**src/rtl/ubxfb_pkg.sv**
```systemverilog
// Shared types and constants for the UBX frame builder.
// No dependencies; every file but ubxfb_if refers to it by scoped names.
package ubxfb_pkg;

  localparam int QUEUE_DEPTH = 4;

  localparam logic [7:0] SYNC_ONE = 8'hB5;
  localparam logic [7:0] SYNC_TWO = 8'h62;

  localparam logic OP_START   = 1'b0;
  localparam logic OP_PAYLOAD = 1'b1;

  // One queued request, fully decoded by the front end.
  typedef struct packed {
    logic        is_start;
    logic        with_ck;
    logic [7:0]  first_byte;
    logic [7:0]  msg_id;
    logic [15:0] frame_length;
    logic [7:0]  ck_a;
    logic [7:0]  ck_b;
  } job_t;

endpackage

```
**src/rtl/ubxfb_if.sv**
```systemverilog
// Handshake channel interfaces for the UBX frame builder.
// Depends on nothing; both channels use valid and ready.
interface ubxfb_in_if;
  logic        valid;
  logic        ready;
  logic        op;
  logic [7:0]  msg_class;
  logic [7:0]  msg_id;
  logic [15:0] frame_length;
  logic [7:0]  data_byte;

  modport source (output valid, op, msg_class, msg_id, frame_length, data_byte,
                  input ready);
  modport sink (input valid, op, msg_class, msg_id, frame_length, data_byte,
                output ready);
endinterface

interface ubxfb_out_if;
  logic       valid;
  logic       ready;
  logic [7:0] out_byte;
  logic       run_last;
  logic       frame_end;

  modport source (output valid, out_byte, run_last, frame_end, input ready);
  modport sink (input valid, out_byte, run_last, frame_end, output ready);
endinterface

```
**src/rtl/ubx_frame_builder_unit.sv**
```systemverilog
// UBX frame builder top level: front end, job queue and byte sequencer.
// Depends on ubxfb_pkg, ubxfb_if, ubxfb_front, ubxfb_queue and ubxfb_back.
//
// Requests arrive on in_ch (valid/ready). A start request (op 0) carries
// class, id and payload length and produces the sync bytes, the four header
// bytes and, for a zero length, the two checksum bytes. A payload request
// (op 1) produces its byte and, on the last byte of the frame, the two
// checksum bytes. A payload request with no open frame is taken and dropped.
// Bytes leave on out_ch one per cycle while the receiver is ready; run_last
// marks the final byte of a request and frame_end the second checksum byte.
// The first byte of a request passes through the job queue and the output
// register before it is presented on out_ch. The front end takes one request
// per cycle while the job queue (QUEUE_DEPTH entries) has room; sustained
// rate is set by the output port at one byte per cycle.
// When the receiver stalls, the output register holds its byte and the queue
// fills; in_ch.ready drops only when the queue is full.
// Synchronous active-low reset empties the queue and output register, closes
// any frame and clears the sums; the block is ready on the next cycle.
module ubx_frame_builder_unit #(
  parameter int QUEUE_DEPTH = ubxfb_pkg::QUEUE_DEPTH
) (
  input  logic              clk,
  input  logic              rst_n,
  ubxfb_in_if.sink          in_ch,
  ubxfb_out_if.source       out_ch
);

  logic            q_full;
  logic            q_push;
  ubxfb_pkg::job_t q_job;
  logic            q_pop;
  logic            head_valid;
  ubxfb_pkg::job_t head_job;

  ubxfb_front u_front (
    .clk             (clk),
    .rst_n           (rst_n),
    .in_valid        (in_ch.valid),
    .in_ready        (in_ch.ready),
    .in_op           (in_ch.op),
    .in_msg_class    (in_ch.msg_class),
    .in_msg_id       (in_ch.msg_id),
    .in_frame_length (in_ch.frame_length),
    .in_data_byte    (in_ch.data_byte),
    .q_full          (q_full),
    .q_push          (q_push),
    .q_job           (q_job)
  );

  ubxfb_queue #(
    .DEPTH (QUEUE_DEPTH)
  ) u_queue (
    .clk        (clk),
    .rst_n      (rst_n),
    .push       (q_push),
    .push_job   (q_job),
    .full       (q_full),
    .pop        (q_pop),
    .head_valid (head_valid),
    .head_job   (head_job)
  );

  ubxfb_back u_back (
    .clk           (clk),
    .rst_n         (rst_n),
    .head_valid    (head_valid),
    .head_job      (head_job),
    .pop           (q_pop),
    .out_valid     (out_ch.valid),
    .out_ready     (out_ch.ready),
    .out_byte      (out_ch.out_byte),
    .out_run_last  (out_ch.run_last),
    .out_frame_end (out_ch.frame_end)
  );

endmodule

```
**src/rtl/ubxfb_front.sv**
```systemverilog
// Front end: accepts requests, keeps the Fletcher sums and frame state,
// and hands decoded jobs to the queue. Depends on ubxfb_pkg.
module ubxfb_front (
  input  logic              clk,
  input  logic              rst_n,
  input  logic              in_valid,
  output logic              in_ready,
  input  logic              in_op,
  input  logic [7:0]        in_msg_class,
  input  logic [7:0]        in_msg_id,
  input  logic [15:0]       in_frame_length,
  input  logic [7:0]        in_data_byte,
  input  logic              q_full,
  output logic              q_push,
  output ubxfb_pkg::job_t   q_job
);

  logic [7:0]  sum_a_r, sum_a_nxt;
  logic [7:0]  sum_b_r, sum_b_nxt;
  logic [15:0] bytes_left_r, bytes_left_nxt;
  logic        frame_open_r, frame_open_nxt;

  logic [7:0]  hdr_a2, hdr_a3, hdr_a4;
  logic [7:0]  hdr_b2, hdr_b3, hdr_b4;
  logic [7:0]  pay_a, pay_b;
  logic [15:0] left_dec;
  logic        accept;
  logic        is_start;

  assign in_ready = !q_full;
  assign accept   = in_valid && in_ready;
  assign is_start = (in_op == ubxfb_pkg::OP_START);

  // Header sums: the class byte seeds both sums, then id, length low, length high.
  assign hdr_a2 = in_msg_class + in_msg_id;
  assign hdr_b2 = in_msg_class + hdr_a2;
  assign hdr_a3 = hdr_a2 + in_frame_length[7:0];
  assign hdr_b3 = hdr_b2 + hdr_a3;
  assign hdr_a4 = hdr_a3 + in_frame_length[15:8];
  assign hdr_b4 = hdr_b3 + hdr_a4;

  assign pay_a    = sum_a_r + in_data_byte;
  assign pay_b    = sum_b_r + pay_a;
  assign left_dec = bytes_left_r - 16'd1;

  assign q_push = accept && (is_start || frame_open_r);

  always_comb begin
    q_job.is_start     = is_start;
    q_job.with_ck      = is_start ? (in_frame_length == 16'd0) : (left_dec == 16'd0);
    q_job.first_byte   = is_start ? in_msg_class : in_data_byte;
    q_job.msg_id       = in_msg_id;
    q_job.frame_length = in_frame_length;
    q_job.ck_a         = is_start ? hdr_a4 : pay_a;
    q_job.ck_b         = is_start ? hdr_b4 : pay_b;
  end

  always_comb begin
    sum_a_nxt      = sum_a_r;
    sum_b_nxt      = sum_b_r;
    bytes_left_nxt = bytes_left_r;
    frame_open_nxt = frame_open_r;
    if (accept && is_start) begin
      sum_a_nxt      = hdr_a4;
      sum_b_nxt      = hdr_b4;
      bytes_left_nxt = in_frame_length;
      frame_open_nxt = (in_frame_length != 16'd0);
    end else if (accept && frame_open_r) begin
      sum_a_nxt      = pay_a;
      sum_b_nxt      = pay_b;
      bytes_left_nxt = left_dec;
      frame_open_nxt = (left_dec != 16'd0);
    end
  end

  always_ff @(posedge clk) begin
    if (!rst_n) begin
      sum_a_r      <= 8'd0;
      sum_b_r      <= 8'd0;
      bytes_left_r <= 16'd0;
      frame_open_r <= 1'b0;
    end else begin
      sum_a_r      <= sum_a_nxt;
      sum_b_r      <= sum_b_nxt;
      bytes_left_r <= bytes_left_nxt;
      frame_open_r <= frame_open_nxt;
    end
  end

  // An open frame always has payload still owed.
  a_open_has_left: assert property (@(posedge clk) disable iff (!rst_n)
    frame_open_r |-> bytes_left_r != 16'd0)
    else $error("open frame with no bytes left");

  // A request that closes the frame is the one that carries the checksum.
  a_close_has_ck: assert property (@(posedge clk) disable iff (!rst_n)
    q_push && $fell(frame_open_nxt) |-> q_job.with_ck)
    else $error("frame closed without checksum");

endmodule

```
**src/rtl/ubxfb_queue.sv**
```systemverilog
// Short job queue between the front end and the byte sequencer.
// Depends on ubxfb_pkg for the job type.
module ubxfb_queue #(
  parameter int DEPTH = ubxfb_pkg::QUEUE_DEPTH
) (
  input  logic              clk,
  input  logic              rst_n,
  input  logic              push,
  input  ubxfb_pkg::job_t   push_job,
  output logic              full,
  input  logic              pop,
  output logic              head_valid,
  output ubxfb_pkg::job_t   head_job
);

  localparam int PTR_W = (DEPTH > 1) ? $clog2(DEPTH) : 1;
  localparam int CNT_W = $clog2(DEPTH + 1);

  ubxfb_pkg::job_t  mem_r [DEPTH];
  logic [PTR_W-1:0] wr_ptr_r, rd_ptr_r;
  logic [CNT_W-1:0] count_r;
  logic             do_push, do_pop;

  assign full       = (count_r == CNT_W'(DEPTH));
  assign head_valid = (count_r != CNT_W'(0));
  assign head_job   = mem_r[rd_ptr_r];
  assign do_push    = push && !full;
  assign do_pop     = pop && head_valid;

  always_ff @(posedge clk) begin
    if (do_push) begin
      mem_r[wr_ptr_r] <= push_job;
    end
  end

  always_ff @(posedge clk) begin
    if (!rst_n) begin
      wr_ptr_r <= '0;
      rd_ptr_r <= '0;
      count_r  <= '0;
    end else begin
      if (do_push) begin
        wr_ptr_r <= (wr_ptr_r == PTR_W'(DEPTH - 1)) ? '0 : wr_ptr_r + PTR_W'(1);
      end
      if (do_pop) begin
        rd_ptr_r <= (rd_ptr_r == PTR_W'(DEPTH - 1)) ? '0 : rd_ptr_r + PTR_W'(1);
      end
      if (do_push && !do_pop) begin
        count_r <= count_r + CNT_W'(1);
      end else if (do_pop && !do_push) begin
        count_r <= count_r - CNT_W'(1);
      end
    end
  end

  a_no_push_full: assert property (@(posedge clk) disable iff (!rst_n)
    push |-> !full)
    else $error("push into full queue");

  a_count_range: assert property (@(posedge clk) disable iff (!rst_n)
    count_r <= CNT_W'(DEPTH))
    else $error("queue count out of range");

endmodule

```
**src/rtl/ubxfb_back.sv**
```systemverilog
// Byte sequencer: walks the head job byte by byte into the output register.
// Depends on ubxfb_pkg for the job type and sync constants.
module ubxfb_back (
  input  logic              clk,
  input  logic              rst_n,
  input  logic              head_valid,
  input  ubxfb_pkg::job_t   head_job,
  output logic              pop,
  output logic              out_valid,
  input  logic              out_ready,
  output logic [7:0]        out_byte,
  output logic              out_run_last,
  output logic              out_frame_end
);

  localparam logic [2:0] LAST_HDR    = 3'd5;
  localparam logic [2:0] LAST_HDR_CK = 3'd7;
  localparam logic [2:0] LAST_PAY    = 3'd0;
  localparam logic [2:0] LAST_PAY_CK = 3'd2;

  logic [2:0] idx_r, idx_nxt;
  logic       valid_r;
  logic [7:0] byte_r;
  logic       run_last_r;
  logic       frame_end_r;
  logic [7:0] sel_byte;
  logic [2:0] last_idx;
  logic       is_last;
  logic       load;

  assign load     = !valid_r || out_ready;
  assign last_idx = head_job.is_start ? (head_job.with_ck ? LAST_HDR_CK : LAST_HDR)
                                      : (head_job.with_ck ? LAST_PAY_CK : LAST_PAY);
  assign is_last  = (idx_r == last_idx);
  assign pop      = load && head_valid && is_last;
  assign idx_nxt  = is_last ? 3'd0 : idx_r + 3'd1;

  always_comb begin
    if (head_job.is_start) begin
      case (idx_r)
        3'd0:    sel_byte = ubxfb_pkg::SYNC_ONE;
        3'd1:    sel_byte = ubxfb_pkg::SYNC_TWO;
        3'd2:    sel_byte = head_job.first_byte;
        3'd3:    sel_byte = head_job.msg_id;
        3'd4:    sel_byte = head_job.frame_length[7:0];
        3'd5:    sel_byte = head_job.frame_length[15:8];
        3'd6:    sel_byte = head_job.ck_a;
        default: sel_byte = head_job.ck_b;
      endcase
    end else begin
      case (idx_r)
        3'd0:    sel_byte = head_job.first_byte;
        3'd1:    sel_byte = head_job.ck_a;
        default: sel_byte = head_job.ck_b;
      endcase
    end
  end

  always_ff @(posedge clk) begin
    if (!rst_n) begin
      valid_r <= 1'b0;
      idx_r   <= 3'd0;
    end else if (load) begin
      valid_r <= head_valid;
      if (head_valid) begin
        idx_r <= idx_nxt;
      end
    end
  end

  always_ff @(posedge clk) begin
    if (load && head_valid) begin
      byte_r      <= sel_byte;
      run_last_r  <= is_last;
      frame_end_r <= is_last && head_job.with_ck;
    end
  end

  assign out_valid     = valid_r;
  assign out_byte      = byte_r;
  assign out_run_last  = run_last_r;
  assign out_frame_end = frame_end_r;

  a_end_is_last: assert property (@(posedge clk) disable iff (!rst_n)
    valid_r && frame_end_r |-> run_last_r)
    else $error("frame end not on last byte of request");

  a_mid_job_held: assert property (@(posedge clk) disable iff (!rst_n)
    idx_r != 3'd0 |-> head_valid)
    else $error("sequencer mid-request with empty queue");

endmodule
```
**src/flat_wrapper.sv**
```systemverilog
// flat-port wrapper written by rule: the top's interface ports become plain ports
module ubx_frame_builder_unit_flat 
#(
  parameter int QUEUE_DEPTH = ubxfb_pkg::QUEUE_DEPTH
)
  (clk, rst_n, in_ch_valid, in_ch_op, in_ch_msg_class, in_ch_msg_id, in_ch_frame_length, in_ch_data_byte, in_ch_ready, out_ch_valid, out_ch_out_byte, out_ch_run_last, out_ch_frame_end, out_ch_ready);
  ubxfb_in_if in_ch_i ();
  ubxfb_out_if out_ch_i ();
  input  logic clk;
  input  logic rst_n;
  input wire logic [$bits(in_ch_i.valid)-1:0] in_ch_valid;
  input wire logic [$bits(in_ch_i.op)-1:0] in_ch_op;
  input wire logic [$bits(in_ch_i.msg_class)-1:0] in_ch_msg_class;
  input wire logic [$bits(in_ch_i.msg_id)-1:0] in_ch_msg_id;
  input wire logic [$bits(in_ch_i.frame_length)-1:0] in_ch_frame_length;
  input wire logic [$bits(in_ch_i.data_byte)-1:0] in_ch_data_byte;
  output wire logic [$bits(in_ch_i.ready)-1:0] in_ch_ready;
  output wire logic [$bits(out_ch_i.valid)-1:0] out_ch_valid;
  output wire logic [$bits(out_ch_i.out_byte)-1:0] out_ch_out_byte;
  output wire logic [$bits(out_ch_i.run_last)-1:0] out_ch_run_last;
  output wire logic [$bits(out_ch_i.frame_end)-1:0] out_ch_frame_end;
  input wire logic [$bits(out_ch_i.ready)-1:0] out_ch_ready;
  assign in_ch_i.valid = in_ch_valid;
  assign in_ch_i.op = in_ch_op;
  assign in_ch_i.msg_class = in_ch_msg_class;
  assign in_ch_i.msg_id = in_ch_msg_id;
  assign in_ch_i.frame_length = in_ch_frame_length;
  assign in_ch_i.data_byte = in_ch_data_byte;
  assign in_ch_ready = in_ch_i.ready;
  assign out_ch_valid = out_ch_i.valid;
  assign out_ch_out_byte = out_ch_i.out_byte;
  assign out_ch_run_last = out_ch_i.run_last;
  assign out_ch_frame_end = out_ch_i.frame_end;
  assign out_ch_i.ready = out_ch_ready;
  ubx_frame_builder_unit #(.QUEUE_DEPTH(QUEUE_DEPTH)) u_core (.clk(clk), .rst_n(rst_n), .in_ch(in_ch_i), .out_ch(out_ch_i));
endmodule
```
**config.mk**
```make
export PLATFORM = sky130hd
export DESIGN_NAME = ubx_frame_builder_unit_flat
export DESIGN_NICKNAME = d
export VERILOG_FILES = /design/src/rtl/ubxfb_pkg.sv /design/src/rtl/ubxfb_if.sv /design/src/rtl/ubx_frame_builder_unit.sv /design/src/rtl/ubxfb_front.sv /design/src/rtl/ubxfb_queue.sv /design/src/rtl/ubxfb_back.sv /design/src/flat_wrapper.sv
export SDC_FILE = /design/constraint.sdc
export NUM_CORES = 1
export LEC_CHECK = 0
export ABC_AREA = 1
export BUFFER_PORTS_ARGS = -buffer_cell sky130_fd_sc_hd__buf_2
export CELL_PAD_IN_SITES_DETAIL_PLACEMENT = 2
export CELL_PAD_IN_SITES_GLOBAL_PLACEMENT = 2
export CORE_ASPECT_RATIO = 0.7
export CORE_MARGIN = 4
export CORE_UTILIZATION = 43
export CTS_CLUSTER_DIAMETER = 60
export DETAILED_ROUTE_END_ITERATION = 6
export PLACE_DENSITY = 0.85
export SLEW_MARGIN = 10
export SYNTH_ARGS = -nofsm -noshare
export SYNTH_HDL_FRONTEND = slang
export SYNTH_SLANG_ARGS = --single-unit
export TNS_END_PERCENT = 20
```
**constraint.sdc**
```tcl
create_clock -name clk -period 8.6 [get_ports clk]
set_input_delay 1.29 -clock clk [delete_from_list [all_inputs] [get_ports clk]]
set_output_delay 1.29 -clock clk [all_outputs]
set_load 0.03 [all_outputs]
```
==> out/qor.json <==
{
  "unrepaired_setup_endpoints_after_global_routing": {"value": "false"},
  "min-delay-path-class": {"value": "flip-flop to flip-flop"},
  "max_stage_delay": {"value": 550, "unit": "ps"},
  "max_slew.worst_pin.slew": {"value": 1046, "unit": "ps"},
  "top_cells_by_area_synth": {"value": "sky130_fd_sc_hd__edfxtp_1, sky130_fd_sc_hd__nand2_1, sky130_fd_sc_hd__dfxtp_1"},
  "placed_cells_incl_taps": {"value": 1829},
  "detail_route.wirelength": {"value": 51.25, "unit": "mm"},
  "placementRows": {"value": 54},
  "top_level_ports": {"value": 57},
  "worst_setup_path_end_kind": {"value": "flip-flop"},
  "clk_path_buf_depth": {"value": 3},
  "postCtsSetupRepairBufs": {"value": 0},
  "synth_seq_area_share": {"value": 53.37, "unit": "%"},
  "start_util": {"value": 43.57, "unit": "%"},
  "grt_start_max_net_pins": {"value": 91},
  "fin_total_pwr": {"value": 0.005899, "unit": "W"},
  "die_y": {"value": 156.5, "unit": "um"},
  "die_x_extent": {"value": 220.1, "unit": "um"},
  "post-route-min-period": {"value": 6436, "unit": "ps"},
  "fin_tns_setup": {"value": 0, "unit": "ps"},
  "antenna_found_initial": {"value": 3},
  "clock_tree.root_cell": {"value": "sky130_fd_sc_hd__clkbuf_16"},
  "dpl-instance-area": {"value": 14140, "unit": "um^2"},
  "num_antenna_cells": {"value": 0},
  "finalSetupViolations": {"value": 0},
  "groute.usage.overall": {"value": 29.70, "unit": "%"},
  "count_of_vias_placed_by_the_detailed_router": {"value": 11170},
  "critical_path.most_common_cell": {"value": "sky130_fd_sc_hd__nand2_1"},
  "timing.critical_path.required": {"value": 8890, "unit": "ps"},
  "number_of_enable_type_register_cells_in_the_synthesized_netlist": {"value": 210},
  "whs": {"value": 476.5, "unit": "ps"},
  "tritoncts_num_sinks": {"value": 256},
  "power_leakage": {"value": 6.114, "unit": "nW"},
  "worst_setup_hold_path_clk_slew": {"value": 60, "unit": "ps"},
  "number_of_non_filler_instances_in_the_completed_layout": {"value": 1883},
  "detail_route.vias_per_cell": {"value": 5.930},
  "yosys.cell_count.top_type": {"value": "sky130_fd_sc_hd__nand2_1"},
  "synth-seq-cells": {"value": 256},
  "most_instantiated_cells_after_synthesis": {"value": "sky130_fd_sc_hd__nand2_1, sky130_fd_sc_hd__edfxtp_1, sky130_fd_sc_hd__inv_1"},
  "cp_top_family": {"value": "adder cells"},
  "synth_fp_nets": {"value": 1512},
  "cap_violations": {"value": 0},
  "synth_area_per_cell": {"value": 9.720, "unit": "um^2"},
  "antenna_violating_nets_post_route": {"value": 0},
  "outcome": {"value": "completed"},
  "cts_hold_buf": {"value": 0},
  "ys.flop_type": {"value": "sky130_fd_sc_hd__edfxtp_1"},
  "clock.fmax": {"value": 155.4, "unit": "MHz"},
  "grt-ovfl-total": {"value": 0},
  "final_layout_size_suffix_gt1_share": {"value": 11.14, "unit": "%"},
  "stdcell_area": {"value": 15100, "unit": "um^2"},
  "syn_area": {"value": 13540, "unit": "um^2"},
  "synth_async_sr_flop_share": {"value": 0, "unit": "%"},
  "finClkSkew": {"value": 14.60, "unit": "ps"},
  "clkLatencyLatePin": {"value": 570, "unit": "ps"},
  "post-synth-top-area-fraction": {"value": 46.57, "unit": "%"},
  "grt_pass1_vias": {"value": 12130},
  "finalMaxSlewViolations": {"value": 0},
  "post_cts_resize_count": {"value": 0},
  "critical-path-slowest-cell": {"value": "sky130_fd_sc_hd__fa_1"},
  "timing.critical_path.arrival": {"value": 6730, "unit": "ps"},
  "drtIter0Drc": {"value": 970},
  "power-per-cell-area": {"value": 390.6, "unit": "nW/um^2"},
  "synth_cell_type_count": {"value": 59},
  "area_delta_synth_final": {"value": 11.52, "unit": "%"},
  "die-area": {"value": 34440, "unit": "um^2"},
  "critical_path_peak_fanout": {"value": 6},
  "start_kind": {"value": "input port"},
  "yosys_warnings": {"value": 0},
  "peakVddDrop": {"value": 311.6, "unit": "uV"},
  "drt_pre_antenna_iters": {"value": 5},
  "wl_per_cell": {"value": 27.22, "unit": "um"},
  "cp_num_buf_inv": {"value": 5},
  "tritoncts.num_buffers": {"value": 29},
  "drcViolationCount": {"value": 0},
  "dp_hpwl": {"value": 35.37, "unit": "mm"},
  "period_share": {"value": 74.84, "unit": "%"},
  "placement.io_buffers": {"value": 56},
  "core_area": {"value": 31080, "unit": "um^2"},
  "global_route_wire_length_before_repair": {"value": 76.99, "unit": "mm"},
  "synthesis.instances": {"value": 1393},
  "yosysTopAreaCell": {"value": "sky130_fd_sc_hd__edfxtp_1"},
  "nets": {"value": 1559},
  "final_hold_viol_count": {"value": 0},
  "cts.htree.levels": {"value": 1},
  "place_congestion": {"value": 0.8934},
  "slew_headroom": {"value": 30.28, "unit": "%"},
  "crit_type": {"value": "input port to flip-flop"},
  "tritoncts": {"value": "done"}
}
layer usage:
metal  vias to the layer above  global-route usage [%]  wire (um)  part of all wire, %
li1                       4888                       -          -                    -
met1                      5790                   39.63      21700                   42
met2                       376                   50.16      24770                   48
met3                       106                   5.474       3202                  6.2
met4                         6                   8.039       1534                  3.0
met5                         -                       0         41                0.080
area by class of cell:
| type | count | area (um^2) |
|---|---|---|
| tap | 420 | 525.5 |
| multi-input combinational | 943 | 5480 |
| fill | 3332 | 15980 |
| inverter | 143 | 541.8 |
| timing repair buffer | 67 | 362.8 |
| clock inverter | 23 | 226.5 |
| sequential | 256 | 7231 |
| clock buffer | 31 | 733.2 |
worst register-to-register path, delay by kind of cell (launching register included):
family,cells,cell delay (ps)
AOI/OAI and AO/OA,5,700
adders and majority gates,2,550
buffers and inverters,4,1040
DFF,1,450
and+or+nand+nor,6,930
cell families (layout without fill, tap and decap cells):
family                     count (synthesis)  after routing  synth area share, %
adders and majority gates                 74             74                7.891
xor gates and xnor gates                  42             42                2.772
AOI/OAI and AO/OA                        278            278                11.95
DFF                                      256            256                53.37
and+or+nand+nor                          549            549                17.64
buffers and inverters                    194            264                6.376
registers in the layout (all words and copies together) (netlist names), 2 cells and up, named ones only:
name / cells
u_core.u_queue.mem_r: 200
u_core.u_front.bytes_left_r: 16
u_core.u_back.out_byte: 8
u_core.u_front.sum_a_r: 8
u_core.u_front.sum_b_r: 8
u_core.u_back.idx_r: 3
u_core.u_queue.count_r: 3
u_core.u_queue.rd_ptr_r: 2
u_core.u_queue.wr_ptr_r: 2
cell usage in the layout (no fill, tap or decap), types with 9 or more instances in the layout:
master / n
sky130_fd_sc_hd__nand2_1: 302
sky130_fd_sc_hd__buf_2: 56
sky130_fd_sc_hd__xor2_1: 28
sky130_fd_sc_hd__clkinv_1: 10
sky130_fd_sc_hd__a221oi_1: 9
sky130_fd_sc_hd__o21ai_0: 106
sky130_fd_sc_hd__dfxtp_1: 45
sky130_fd_sc_hd__a31oi_1: 13
sky130_fd_sc_hd__nor2_1: 107
sky130_fd_sc_hd__ha_1: 55
sky130_fd_sc_hd__inv_1: 132
sky130_fd_sc_hd__xnor2_1: 13
sky130_fd_sc_hd__clkbuf_16: 29
sky130_fd_sc_hd__o22ai_1: 19
sky130_fd_sc_hd__edfxtp_1: 210
sky130_fd_sc_hd__a32o_1: 11
sky130_fd_sc_hd__nand3_1: 75
sky130_fd_sc_hd__a21oi_1: 87
sky130_fd_sc_hd__buf_4: 11
sky130_fd_sc_hd__fa_1: 19
final timing paths:
path | startpoint | end | slack, ps | cells after the start
setup reg to reg | flip-flop | u_core.u_queue.count_r[2] | 4790 | 17
hold / removal | u_core.u_front.frame_open_r | u_core.u_front.frame_open_r | 480 | 2
setup / recovery | in_ch_msg_id[0] | u_core.u_queue.mem_r[1][7] | 2160 | 29
hold reg to reg | u_core.u_front.frame_open_r | u_core.u_front.frame_open_r | 480 | 2
per-stage QoR:
stage	util, %	worst slack, ps
after floorplan	-	2715
after global placement	45.50	2152
after detailed placement	45.50	1592
after CTS	48.59	2176
after global routing	48.59	1686
final	48.59	2164
where the power goes:
| part | switching (W) | leakage [nW] | total, W | internal (W) |
|---|---|---|---|---|
| Sequential | 0.000107 | 2.30 | 0.00177 | 0.00167 |
| Clock | 0.000546 | 0.464 | 0.00128 | 0.000739 |
| Combinational | 0.00201 | 3.35 | 0.00284 | 0.000836 |
| Total | 0.00266 | 6.11 | 0.00590 | 0.00324 |
Power figures use the tool's default switching activity.
